===== src/rtl/pfkp_pkg.sv =====
// Shared types and constants for the packet flow key parser.
package pfkp_pkg;

  localparam logic [15:0] EtherTypeLldp = 16'h88CC;
  localparam logic [15:0] EtherTypeIpv4 = 16'h0800;

  localparam logic [7:0] ProtoIcmp = 8'd1;
  localparam logic [7:0] ProtoTcp  = 8'd6;
  localparam logic [7:0] ProtoUdp  = 8'd17;

  localparam logic [7:0] IcmpEchoRequest = 8'd8;
  localparam logic [7:0] IcmpEchoReply   = 8'd0;

  localparam logic [31:0] PeerAReset  = 32'hC0A83203;
  localparam logic [31:0] PeerBReset  = 32'hC0A83204;
  localparam logic [31:0] ExemptReset = 32'hC0A8331E;

  localparam int unsigned PosEtherHi  = 12;
  localparam int unsigned PosEtherLo  = 13;
  localparam int unsigned PosIhl      = 14;
  localparam int unsigned PosProto    = 23;
  localparam int unsigned PosSrcFirst = 26;
  localparam int unsigned PosSrcLast  = 29;
  localparam int unsigned PosDstFirst = 30;
  localparam int unsigned PosDstLast  = 33;
  localparam int unsigned PosL4Min    = 34;
  localparam int unsigned EthHdrLen   = 14;
  localparam int unsigned MinIpFrame  = 34;
  localparam int unsigned MinIhl      = 5;
  localparam int unsigned IcmpNeed    = 8;
  localparam int unsigned TcpNeed     = 20;
  localparam int unsigned UdpNeed     = 8;
  localparam int unsigned L4WordBytes = 4;

  localparam int unsigned QueueDepth = 2;

  typedef enum logic [1:0] {
    VerdictParsed    = 2'd0,
    VerdictWhitelist = 2'd1,
    VerdictLldp      = 2'd2,
    VerdictBad       = 2'd3
  } verdict_e;

  typedef enum logic [1:0] {
    CfgPeerA  = 2'd0,
    CfgPeerB  = 2'd1,
    CfgExempt = 2'd2
  } cfg_reg_e;

  typedef logic [1:0]  cfg_idx_t;
  typedef logic [31:0] cfg_data_t;

  typedef struct packed {
    logic [7:0] frame_byte;
    logic       end_of_frame;
  } frame_t;

  typedef struct packed {
    verdict_e    verdict;
    logic [31:0] src_addr;
    logic [31:0] dst_addr;
    logic [7:0]  protocol;
    logic [15:0] l4_sport;
    logic [15:0] l4_dport;
    logic [15:0] frame_length;
  } key_t;

  typedef struct packed {
    logic [15:0] ether_type;
    logic [3:0]  header_words;
    logic [7:0]  ip_protocol;
    logic [31:0] source_address;
    logic [31:0] destination_address;
    logic [31:0] transport_word;
    logic [6:0]  transport_start;
  } hdr_t;

endpackage


===== src/rtl/pfkp_stream_if.sv =====
// Valid/ready stream interface carrying one request per handshake.
interface pfkp_stream_if #(
  parameter type payload_t = logic
) ();
  logic     valid;
  logic     ready;
  payload_t payload;

  modport source (output valid, output payload, input ready);
  modport sink   (input valid, input payload, output ready);
endinterface


===== src/rtl/pfkp_front.sv =====
// Front end: counts frame bytes and captures header fields, pushing a summary per frame.
module pfkp_front #(
  parameter int unsigned LENGTH_BITS = 16
) (
  input  logic                   clk_i,
  input  logic                   rst_ni,
  input  logic                   in_valid_i,
  output logic                   in_ready_o,
  input  pfkp_pkg::frame_t       in_data_i,
  input  logic                   q_full_i,
  output logic                   push_o,
  output logic [LENGTH_BITS-1:0] push_len_o,
  output pfkp_pkg::hdr_t         push_hdr_o
);
  import pfkp_pkg::*;

  localparam logic [LENGTH_BITS-1:0] LenMax = {LENGTH_BITS{1'b1}};

  logic [LENGTH_BITS-1:0] pos_q, len_d;
  hdr_t                   hdr_q, hdr_d;
  logic                   accept;
  logic [LENGTH_BITS-1:0] ts_ext;
  logic [7:0]             b;

  assign b          = in_data_i.frame_byte;
  assign in_ready_o = !q_full_i;
  assign accept     = in_valid_i && in_ready_o;
  assign ts_ext     = LENGTH_BITS'(hdr_q.transport_start);
  assign len_d      = (pos_q != LenMax) ? pos_q + 1'b1 : pos_q;

  always_comb begin
    hdr_d = hdr_q;
    if (pos_q == LENGTH_BITS'(PosEtherHi)) begin
      hdr_d.ether_type = {b, 8'h00};
    end else if (pos_q == LENGTH_BITS'(PosEtherLo)) begin
      hdr_d.ether_type[7:0] = b;
    end else if (pos_q == LENGTH_BITS'(PosIhl)) begin
      hdr_d.header_words    = b[3:0];
      hdr_d.transport_start = 7'(EthHdrLen) + {1'b0, b[3:0], 2'b00};
    end else if (pos_q == LENGTH_BITS'(PosProto)) begin
      hdr_d.ip_protocol = b;
    end else if (pos_q >= LENGTH_BITS'(PosSrcFirst) && pos_q <= LENGTH_BITS'(PosSrcLast)) begin
      hdr_d.source_address = {hdr_q.source_address[23:0], b};
    end else if (pos_q >= LENGTH_BITS'(PosDstFirst) && pos_q <= LENGTH_BITS'(PosDstLast)) begin
      hdr_d.destination_address = {hdr_q.destination_address[23:0], b};
    end
    if (hdr_q.header_words >= 4'(MinIhl) && pos_q >= LENGTH_BITS'(PosL4Min) &&
        pos_q >= ts_ext && pos_q < ts_ext + LENGTH_BITS'(L4WordBytes)) begin
      hdr_d.transport_word = {hdr_q.transport_word[23:0], b};
    end
  end

  assign push_o     = accept && in_data_i.end_of_frame;
  assign push_len_o = len_d;
  assign push_hdr_o = hdr_d;

  always_ff @(posedge clk_i or negedge rst_ni) begin
    if (!rst_ni) begin
      pos_q <= '0;
      hdr_q <= '0;
    end else if (accept) begin
      if (in_data_i.end_of_frame) begin
        pos_q <= '0;
        hdr_q <= '0;
      end else begin
        pos_q <= len_d;
        hdr_q <= hdr_d;
      end
    end
  end
endmodule


===== src/rtl/pfkp_queue.sv =====
// Small FIFO of frame summaries between the front end and the verdict stage.
module pfkp_queue #(
  parameter int unsigned WIDTH = 8,
  parameter int unsigned DEPTH = 2
) (
  input  logic             clk_i,
  input  logic             rst_ni,
  input  logic             push_i,
  input  logic [WIDTH-1:0] push_data_i,
  input  logic             pop_i,
  output logic [WIDTH-1:0] head_o,
  output logic             empty_o,
  output logic             full_o
);
  localparam int unsigned PtrBits = (DEPTH > 1) ? $clog2(DEPTH) : 1;
  localparam int unsigned CntBits = $clog2(DEPTH + 1);

  logic [WIDTH-1:0]   mem_q [DEPTH];
  logic [PtrBits-1:0] wr_q, rd_q;
  logic [CntBits-1:0] cnt_q;
  logic               do_push, do_pop;

  assign empty_o = (cnt_q == '0);
  assign full_o  = (cnt_q == CntBits'(DEPTH));
  assign head_o  = mem_q[rd_q];
  assign do_push = push_i && !full_o;
  assign do_pop  = pop_i && !empty_o;

  always_ff @(posedge clk_i) begin
    if (do_push) begin
      mem_q[wr_q] <= push_data_i;
    end
  end

  always_ff @(posedge clk_i or negedge rst_ni) begin
    if (!rst_ni) begin
      wr_q  <= '0;
      rd_q  <= '0;
      cnt_q <= '0;
    end else begin
      if (do_push) begin
        wr_q <= (wr_q == PtrBits'(DEPTH - 1)) ? '0 : wr_q + 1'b1;
      end
      if (do_pop) begin
        rd_q <= (rd_q == PtrBits'(DEPTH - 1)) ? '0 : rd_q + 1'b1;
      end
      if (do_push && !do_pop) begin
        cnt_q <= cnt_q + 1'b1;
      end else if (do_pop && !do_push) begin
        cnt_q <= cnt_q - 1'b1;
      end
    end
  end
endmodule


===== src/rtl/pfkp_back.sv =====
// Verdict stage: holds the whitelist registers, judges a frame summary and registers the key.
module pfkp_back #(
  parameter int unsigned LENGTH_BITS = 16
) (
  input  logic                    clk_i,
  input  logic                    rst_ni,
  input  logic                    cfg_we_i,
  input  pfkp_pkg::cfg_idx_t      cfg_idx_i,
  input  pfkp_pkg::cfg_data_t     cfg_wdata_i,
  input  logic                    q_empty_i,
  input  logic [LENGTH_BITS-1:0]  head_len_i,
  input  pfkp_pkg::hdr_t          head_hdr_i,
  output logic                    pop_o,
  output logic                    out_valid_o,
  input  logic                    out_ready_i,
  output pfkp_pkg::key_t          out_data_o
);
  import pfkp_pkg::*;

  logic [31:0]            peer_a_q, peer_b_q, exempt_q;
  logic                   valid_q;
  key_t                   key_q, key_d;
  logic [LENGTH_BITS-1:0] len, ts_ext;
  logic [7:0]             icmp_type;
  logic                   white;

  assign len       = head_len_i;
  assign ts_ext    = LENGTH_BITS'(head_hdr_i.transport_start);
  assign icmp_type = head_hdr_i.transport_word[31:24];
  assign white =
    (head_hdr_i.source_address == peer_a_q && head_hdr_i.destination_address == peer_b_q &&
     icmp_type == IcmpEchoRequest) ||
    (head_hdr_i.source_address == peer_b_q && head_hdr_i.destination_address == peer_a_q &&
     icmp_type == IcmpEchoReply) ||
    head_hdr_i.source_address == exempt_q || head_hdr_i.destination_address == exempt_q;

  always_comb begin
    key_d              = '0;
    key_d.verdict      = VerdictParsed;
    key_d.frame_length = 16'(len);
    if (len < LENGTH_BITS'(EthHdrLen)) begin
      key_d.verdict = VerdictBad;
    end else if (head_hdr_i.ether_type == EtherTypeLldp) begin
      key_d.verdict = VerdictLldp;
    end else if (head_hdr_i.ether_type != EtherTypeIpv4) begin
      key_d.verdict = VerdictBad;
    end else if (len < LENGTH_BITS'(MinIpFrame)) begin
      key_d.verdict = VerdictBad;
    end else if (head_hdr_i.header_words < 4'(MinIhl)) begin
      key_d.verdict = VerdictBad;
    end else if (head_hdr_i.ip_protocol == ProtoIcmp) begin
      if (len < ts_ext + LENGTH_BITS'(IcmpNeed)) begin
        key_d.verdict = VerdictBad;
      end else if (white) begin
        key_d.verdict = VerdictWhitelist;
      end
    end else if (head_hdr_i.ip_protocol == ProtoTcp) begin
      if (len < ts_ext + LENGTH_BITS'(TcpNeed)) begin
        key_d.verdict = VerdictBad;
      end else begin
        key_d.l4_sport = head_hdr_i.transport_word[31:16];
        key_d.l4_dport = head_hdr_i.transport_word[15:0];
      end
    end else if (head_hdr_i.ip_protocol == ProtoUdp) begin
      if (len < ts_ext + LENGTH_BITS'(UdpNeed)) begin
        key_d.verdict = VerdictBad;
      end else begin
        key_d.l4_sport = head_hdr_i.transport_word[31:16];
        key_d.l4_dport = head_hdr_i.transport_word[15:0];
      end
    end
    if (key_d.verdict == VerdictParsed) begin
      key_d.src_addr = head_hdr_i.source_address;
      key_d.dst_addr = head_hdr_i.destination_address;
      key_d.protocol = head_hdr_i.ip_protocol;
    end else begin
      key_d.l4_sport = '0;
      key_d.l4_dport = '0;
    end
  end

  assign pop_o       = !q_empty_i && (!valid_q || out_ready_i);
  assign out_valid_o = valid_q;
  assign out_data_o  = key_q;

  always_ff @(posedge clk_i or negedge rst_ni) begin
    if (!rst_ni) begin
      peer_a_q <= PeerAReset;
      peer_b_q <= PeerBReset;
      exempt_q <= ExemptReset;
    end else if (cfg_we_i) begin
      if (cfg_idx_i == CfgPeerA) begin
        peer_a_q <= cfg_wdata_i;
      end else if (cfg_idx_i == CfgPeerB) begin
        peer_b_q <= cfg_wdata_i;
      end else if (cfg_idx_i == CfgExempt) begin
        exempt_q <= cfg_wdata_i;
      end
    end
  end

  always_ff @(posedge clk_i or negedge rst_ni) begin
    if (!rst_ni) begin
      valid_q <= 1'b0;
    end else if (pop_o) begin
      valid_q <= 1'b1;
    end else if (out_ready_i) begin
      valid_q <= 1'b0;
    end
  end

  always_ff @(posedge clk_i) begin
    if (pop_o) begin
      key_q <= key_d;
    end
  end
endmodule


===== src/rtl/packet_flow_key_parser.sv =====
// Top level of the Ethernet/IPv4 flow key parser.
//
//   Port     Dir  Request
//   frame_i  in   one frame byte with its end-of-frame mark
//   key_o    out  verdict, five-tuple key and frame length, one per frame
//   cfg_*    in   write of a whitelist address register
//
// One byte is taken every cycle while the two-entry summary queue has room.
// The summary of a frame is written into the queue as its last byte is taken,
// is popped when the verdict stage register is free or being emptied, and then
// sits in that register as the valid verdict.
// A stalled output fills the queue, and only then does the input stall.
// Reset clears the byte counter, the captured header and the queue, and loads
// the default whitelist addresses.
module packet_flow_key_parser #(
  parameter int unsigned LENGTH_BITS = 16
) (
  input  logic                clk_i,
  input  logic                rst_ni,
  pfkp_stream_if.sink         frame_i,
  pfkp_stream_if.source       key_o,
  input  logic                cfg_we_i,
  input  pfkp_pkg::cfg_idx_t  cfg_idx_i,
  input  pfkp_pkg::cfg_data_t cfg_wdata_i
);
  import pfkp_pkg::*;

  localparam int unsigned EntryBits = LENGTH_BITS + $bits(hdr_t);

  logic                   q_full, q_empty, push, pop;
  logic [LENGTH_BITS-1:0] push_len, head_len;
  hdr_t                   push_hdr, head_hdr;
  logic [EntryBits-1:0]   head_entry;
  frame_t                 in_data;
  key_t                   out_data;

  assign in_data         = frame_i.payload;
  assign key_o.payload   = out_data;
  assign {head_len, head_hdr} = head_entry;

  pfkp_front #(
    .LENGTH_BITS(LENGTH_BITS)
  ) u_front (
    .clk_i      (clk_i),
    .rst_ni     (rst_ni),
    .in_valid_i (frame_i.valid),
    .in_ready_o (frame_i.ready),
    .in_data_i  (in_data),
    .q_full_i   (q_full),
    .push_o     (push),
    .push_len_o (push_len),
    .push_hdr_o (push_hdr)
  );

  pfkp_queue #(
    .WIDTH(EntryBits),
    .DEPTH(QueueDepth)
  ) u_queue (
    .clk_i       (clk_i),
    .rst_ni      (rst_ni),
    .push_i      (push),
    .push_data_i ({push_len, push_hdr}),
    .pop_i       (pop),
    .head_o      (head_entry),
    .empty_o     (q_empty),
    .full_o      (q_full)
  );

  pfkp_back #(
    .LENGTH_BITS(LENGTH_BITS)
  ) u_back (
    .clk_i       (clk_i),
    .rst_ni      (rst_ni),
    .cfg_we_i    (cfg_we_i),
    .cfg_idx_i   (cfg_idx_i),
    .cfg_wdata_i (cfg_wdata_i),
    .q_empty_i   (q_empty),
    .head_len_i  (head_len),
    .head_hdr_i  (head_hdr),
    .pop_o       (pop),
    .out_valid_o (key_o.valid),
    .out_ready_i (key_o.ready),
    .out_data_o  (out_data)
  );
endmodule


===== src/flat_wrapper.sv =====
// flat-port wrapper written by rule: the top's interface ports become plain ports
module packet_flow_key_parser_flat import pfkp_pkg::*;
#(
  parameter int unsigned LENGTH_BITS = 16
)
  (clk_i, rst_ni, cfg_we_i, cfg_idx_i, cfg_wdata_i, frame_i_valid, frame_i_payload, frame_i_ready, key_o_valid, key_o_payload, key_o_ready);
  pfkp_stream_if #(.payload_t(frame_t)) frame_i_i ();
  pfkp_stream_if #(.payload_t(key_t)) key_o_i ();
  input  logic clk_i;
  input  logic rst_ni;
  input  logic cfg_we_i;
  input  pfkp_pkg::cfg_idx_t cfg_idx_i;
  input  pfkp_pkg::cfg_data_t cfg_wdata_i;
  input wire logic [$bits(frame_i_i.valid)-1:0] frame_i_valid;
  input wire logic [$bits(frame_i_i.payload)-1:0] frame_i_payload;
  output wire logic [$bits(frame_i_i.ready)-1:0] frame_i_ready;
  output wire logic [$bits(key_o_i.valid)-1:0] key_o_valid;
  output wire logic [$bits(key_o_i.payload)-1:0] key_o_payload;
  input wire logic [$bits(key_o_i.ready)-1:0] key_o_ready;
  assign frame_i_i.valid = frame_i_valid;
  assign frame_i_i.payload = frame_i_payload;
  assign frame_i_ready = frame_i_i.ready;
  assign key_o_valid = key_o_i.valid;
  assign key_o_payload = key_o_i.payload;
  assign key_o_i.ready = key_o_ready;
  packet_flow_key_parser #(.LENGTH_BITS(LENGTH_BITS)) u_core (.clk_i(clk_i), .rst_ni(rst_ni), .frame_i(frame_i_i), .key_o(key_o_i), .cfg_we_i(cfg_we_i), .cfg_idx_i(cfg_idx_i), .cfg_wdata_i(cfg_wdata_i));
endmodule

===== config.mk =====
export PLATFORM = sky130hd
export DESIGN_NAME = packet_flow_key_parser_flat
export DESIGN_NICKNAME = d
export VERILOG_FILES = /design/src/rtl/pfkp_pkg.sv /design/src/rtl/pfkp_stream_if.sv /design/src/rtl/pfkp_front.sv /design/src/rtl/pfkp_queue.sv /design/src/rtl/pfkp_back.sv /design/src/rtl/packet_flow_key_parser.sv /design/src/flat_wrapper.sv
export SDC_FILE = /design/constraint.sdc
export NUM_CORES = 1
export LEC_CHECK = 0
export CAP_MARGIN = 40
export CELL_PAD_IN_SITES_DETAIL_PLACEMENT = 0
export CELL_PAD_IN_SITES_GLOBAL_PLACEMENT = 1
export CORE_MARGIN = 2
export CORE_UTILIZATION = 45
export DETAILED_ROUTE_END_ITERATION = 8
export DONT_BUFFER_PORTS = 1
export PLACE_DENSITY = 0.69
export SYNTH_ARGS = -nofsm -noshare
export SYNTH_HDL_FRONTEND = slang
export SYNTH_SLANG_ARGS = --single-unit
export TNS_END_PERCENT = 30

===== constraint.sdc =====
create_clock -name clk_i -period 7.8 [get_ports clk_i]
set_clock_uncertainty 0.15 [all_clocks]
set_input_delay 1.17 -clock clk_i [delete_from_list [all_inputs] [get_ports clk_i]]
set_output_delay 1.17 -clock clk_i [all_outputs]
set_load 0.01 [all_outputs]

==> run metrics <==
status=finished clean; critical path class=reg2reg; RSZ-0062 raised after global routing=false; most frequent cell after synthesis=edfxtp_1; crit path DAT=around 5600 ps; Post-synth EDFFs=416; Fmax=~190 MHz; reg2reg start=u_core.u_queue.rd_q; clk root buf=clkbuf_16; post-synth cell types=62; CTS max path bufs=3; Critical path buffers and inverters=3; post-synthesis async set-or-reset flop share=a little under two fifths; Synth area leaders=edfxtp_1, dfrtp_1, mux2_2; vias in the first global route=17600; CP Max Fanout=58; critical path, cell by cell=buf_4, buf_12, mux2i_1, xor2_1, nand4_1, nor4_1, nand4_1, or4_1, a31oi_4, buf_4, nor3_1; delay-heaviest family, CP=buffers and inverters; DRT Pass-1 Iters=7; Final Slew Violations=0; fin crit share=68.9%; TritonCTS Buffers=74; Synth Warn #=0; r2r setup slk=~2400 ps; Worst VDD drop=0.000275 V; dpl hpwl=around 56 mm; routed len/inst=27.3 um; CP Launch Type=flip-flop; DRT Wirelength=82.2 mm; Area growth, synth to finish=11.4%; Post-CTS Hold Fix Bufs=0; Worst EP required=roughly 8000 ps; Starting DRT DRC Count=roughly 1400; Final Wtd Congestion=0.944; first-pass GRT wire length=approximately 120 mm; H-tree levels=3; die height=260 um; worst setup path end=u_core.u_back.out_data_o[81]; FF-to-FF End=u_core.u_back.out_data_o[81]; Most used DFF post-synth=edfxtp_1; Initial Util=between 40% and 50%; Yosys top cell area share=a little over two fifths; die area=a little under 0.07 sq mm; Row Count=93; Final Hold Fails=0; Worst R2R Path Depth=11; Total GRT Usage=about 25%; worst hold path type=in2async; mean area per synthesized cell=14.1 sq um; Detail Route Antenna Nets=0; Mapped Nets=2169; setup TNS=0 ps; Critical-path top delay cell=dfrtp_4; I/O Pins=approximately 170; Worst Max-Slew Pin Slew=between 1000 and 1500 ps; DRC Markers=0; CTS tree=built; GRT Residual Overflow=0; PwrDens=324 mW/mm^2; IO buf count=0; clock sink count=roughly 660; Worst-path clk slew=~60 ps; vias after detailed routing=~17000; final net count=approximately 2200; Vias/cell=5.78; layout cells sized above 1=between 15 and 20%; max_slew headroom=a little under a third; Largest stage delay, worst path=700 ps; post-CTS sizing=0; synthesized instance count=approximately 2100; Core ar.=0.0646 sq mm; list of most frequent post-synthesis cells=edfxtp_1, dfrtp_1, mux2_2, xnor2_1, nand2_1; setup ws final=roughly 2400 ps; register bit total from synthesis=around 660; P_leak=0.0122 uW; max-cap violation count=0; Synth area leader=edfxtp_1; Setup Buffers After CTS=0; Setup WS pre-CTS=about 2500 ps; cell area after synthesis=0.0294 sq mm; WP depth=11; largest net degree at the start of global routing=approximately 250; placed instance area=a little over 0.03 sq mm; register area share after synthesis=63.7%; crit path time final=5370 ps; Clk Latency, worst-skew pair=just over 600 ps; Final setup violation count=0; Die X=around 260 um; initial antenna violation count=4; Worst setup startpoint=u_core.u_queue.rd_q; post-route cell area=0.0328 sq mm; Worst Setup End Kind=flip-flop
sequential cells by signal (all words and copies together) (netlist names):
name,count
u_core.u_back.exempt_q,32
u_core.u_back.out_data_o,122
u_core.u_back.out_valid_o,1
u_core.u_back.peer_a_q,32
u_core.u_back.peer_b_q,32
u_core.u_front.hdr_q,131
u_core.u_front.pos_q,16
u_core.u_queue.cnt_q,2
u_core.u_queue.mem_q,294
u_core.u_queue.rd_q,1
u_core.u_queue.wr_q,1
where the power goes:
part,switching [uW],internal (uW)
clock network,1440,1940
logic,1480,862
registers,492,4400
total,3410,7200
cell usage in the layout (no fill, tap or decap), types with 22 or more instances in the layout:
master | synthesis | routed
edfxtp_1 | 416 | 416
dfrtp_1 | 216 | 215
mux2_2 | 207 | 207
xnor2_1 | 165 | 165
nand2_1 | 119 | 118
a22o_1 | 97 | 97
mux2i_1 | 83 | 83
nor2_1 | 79 | 76
nor3_1 | 75 | 75
clkbuf_16 | 0 | 74
nor4_1 | 56 | 55
xor2_1 | 52 | 52
o21ai_0 | 46 | 45
ha_1 | 36 | 36
a22oi_1 | 33 | 33
o21ai_1 | 32 | 32
dfstp_2 | 32 | 32
nand3_1 | 30 | 30
buf_4 | 2 | 29
inv_1 | 29 | 28
mux2i_2 | 28 | 28
clkbuf_1 | 69 | 27
a21oi_1 | 23 | 23
nand4_1 | 22 | 22
final cells by class:
cell class                 count  area [sq um]
tap                          855          1070
multi-input combinational   1281         10100
fill                        5362         31800
antenna                        3          7.51
inverter                      30           118
sequential                   664         18700
clock buffer                 107          2040
clock inverter                30           307
timing repair buffer          37           372
cells by family (layout without fill, tap and decap cells):
group                      count (synthesis)  after routing  share of synthesized area [%]
AOI/OAI and AO/OA                        280            280                           6.76
xor gates and xnor gates                 217            217                           6.46
adders and majority gates                 36             36                           1.53
buffers and inverters                    140            204                           2.14
DFF                                      664            664                           63.7
muxes                                    321            321                           12.3
other                                      0              3                              0
and+or+nand+nor                          427            427                           7.09
through the flow:
stage	instances	hold slack [ps]	total power (uW)	utilization [%]
6_report	3007	91.3	10600	50.7
3_5_place_dp	2867	334	7310	47.1
5_1_grt	3004	66.3	11000	50.7
2_1_floorplan	2085	316	6440	-
3_3_place_gp	2854	332	7270	46.8
4_1_cts	3004	60.8	10700	50.7
how the worst min path moves through the flow:
| stage | to | from | slack (ps) |
|---|---|---|---|
| after floorplan | u_core.u_front.hdr_q[115] | u_core.u_front.hdr_q[115] | 320 |
| after global routing | u_core.u_back.exempt_q[0] | rst_ni | 70 |
| after global placement | u_core.u_front.hdr_q[63] | u_core.u_front.hdr_q[63] | 330 |
| after CTS | u_core.u_back.exempt_q[0] | rst_ni | 60 |
| after detailed placement | u_core.u_front.hdr_q[121] | u_core.u_front.hdr_q[121] | 330 |
| final | u_core.u_back.exempt_q[0] | rst_ni | 90 |
per-layer routing:
layer / share of wire, % / global-route usage, % / vias up
li1: - / - / 7808
met1: 42 / 31.8 / 8979
met2: 50 / 41.7 / 486
met3: 5.0 / 4.14 / 111
met4: 3.1 / 8.81 / 0
met5: 0 / 0 / -
Note: power is estimated with default switching activity, not from simulation.
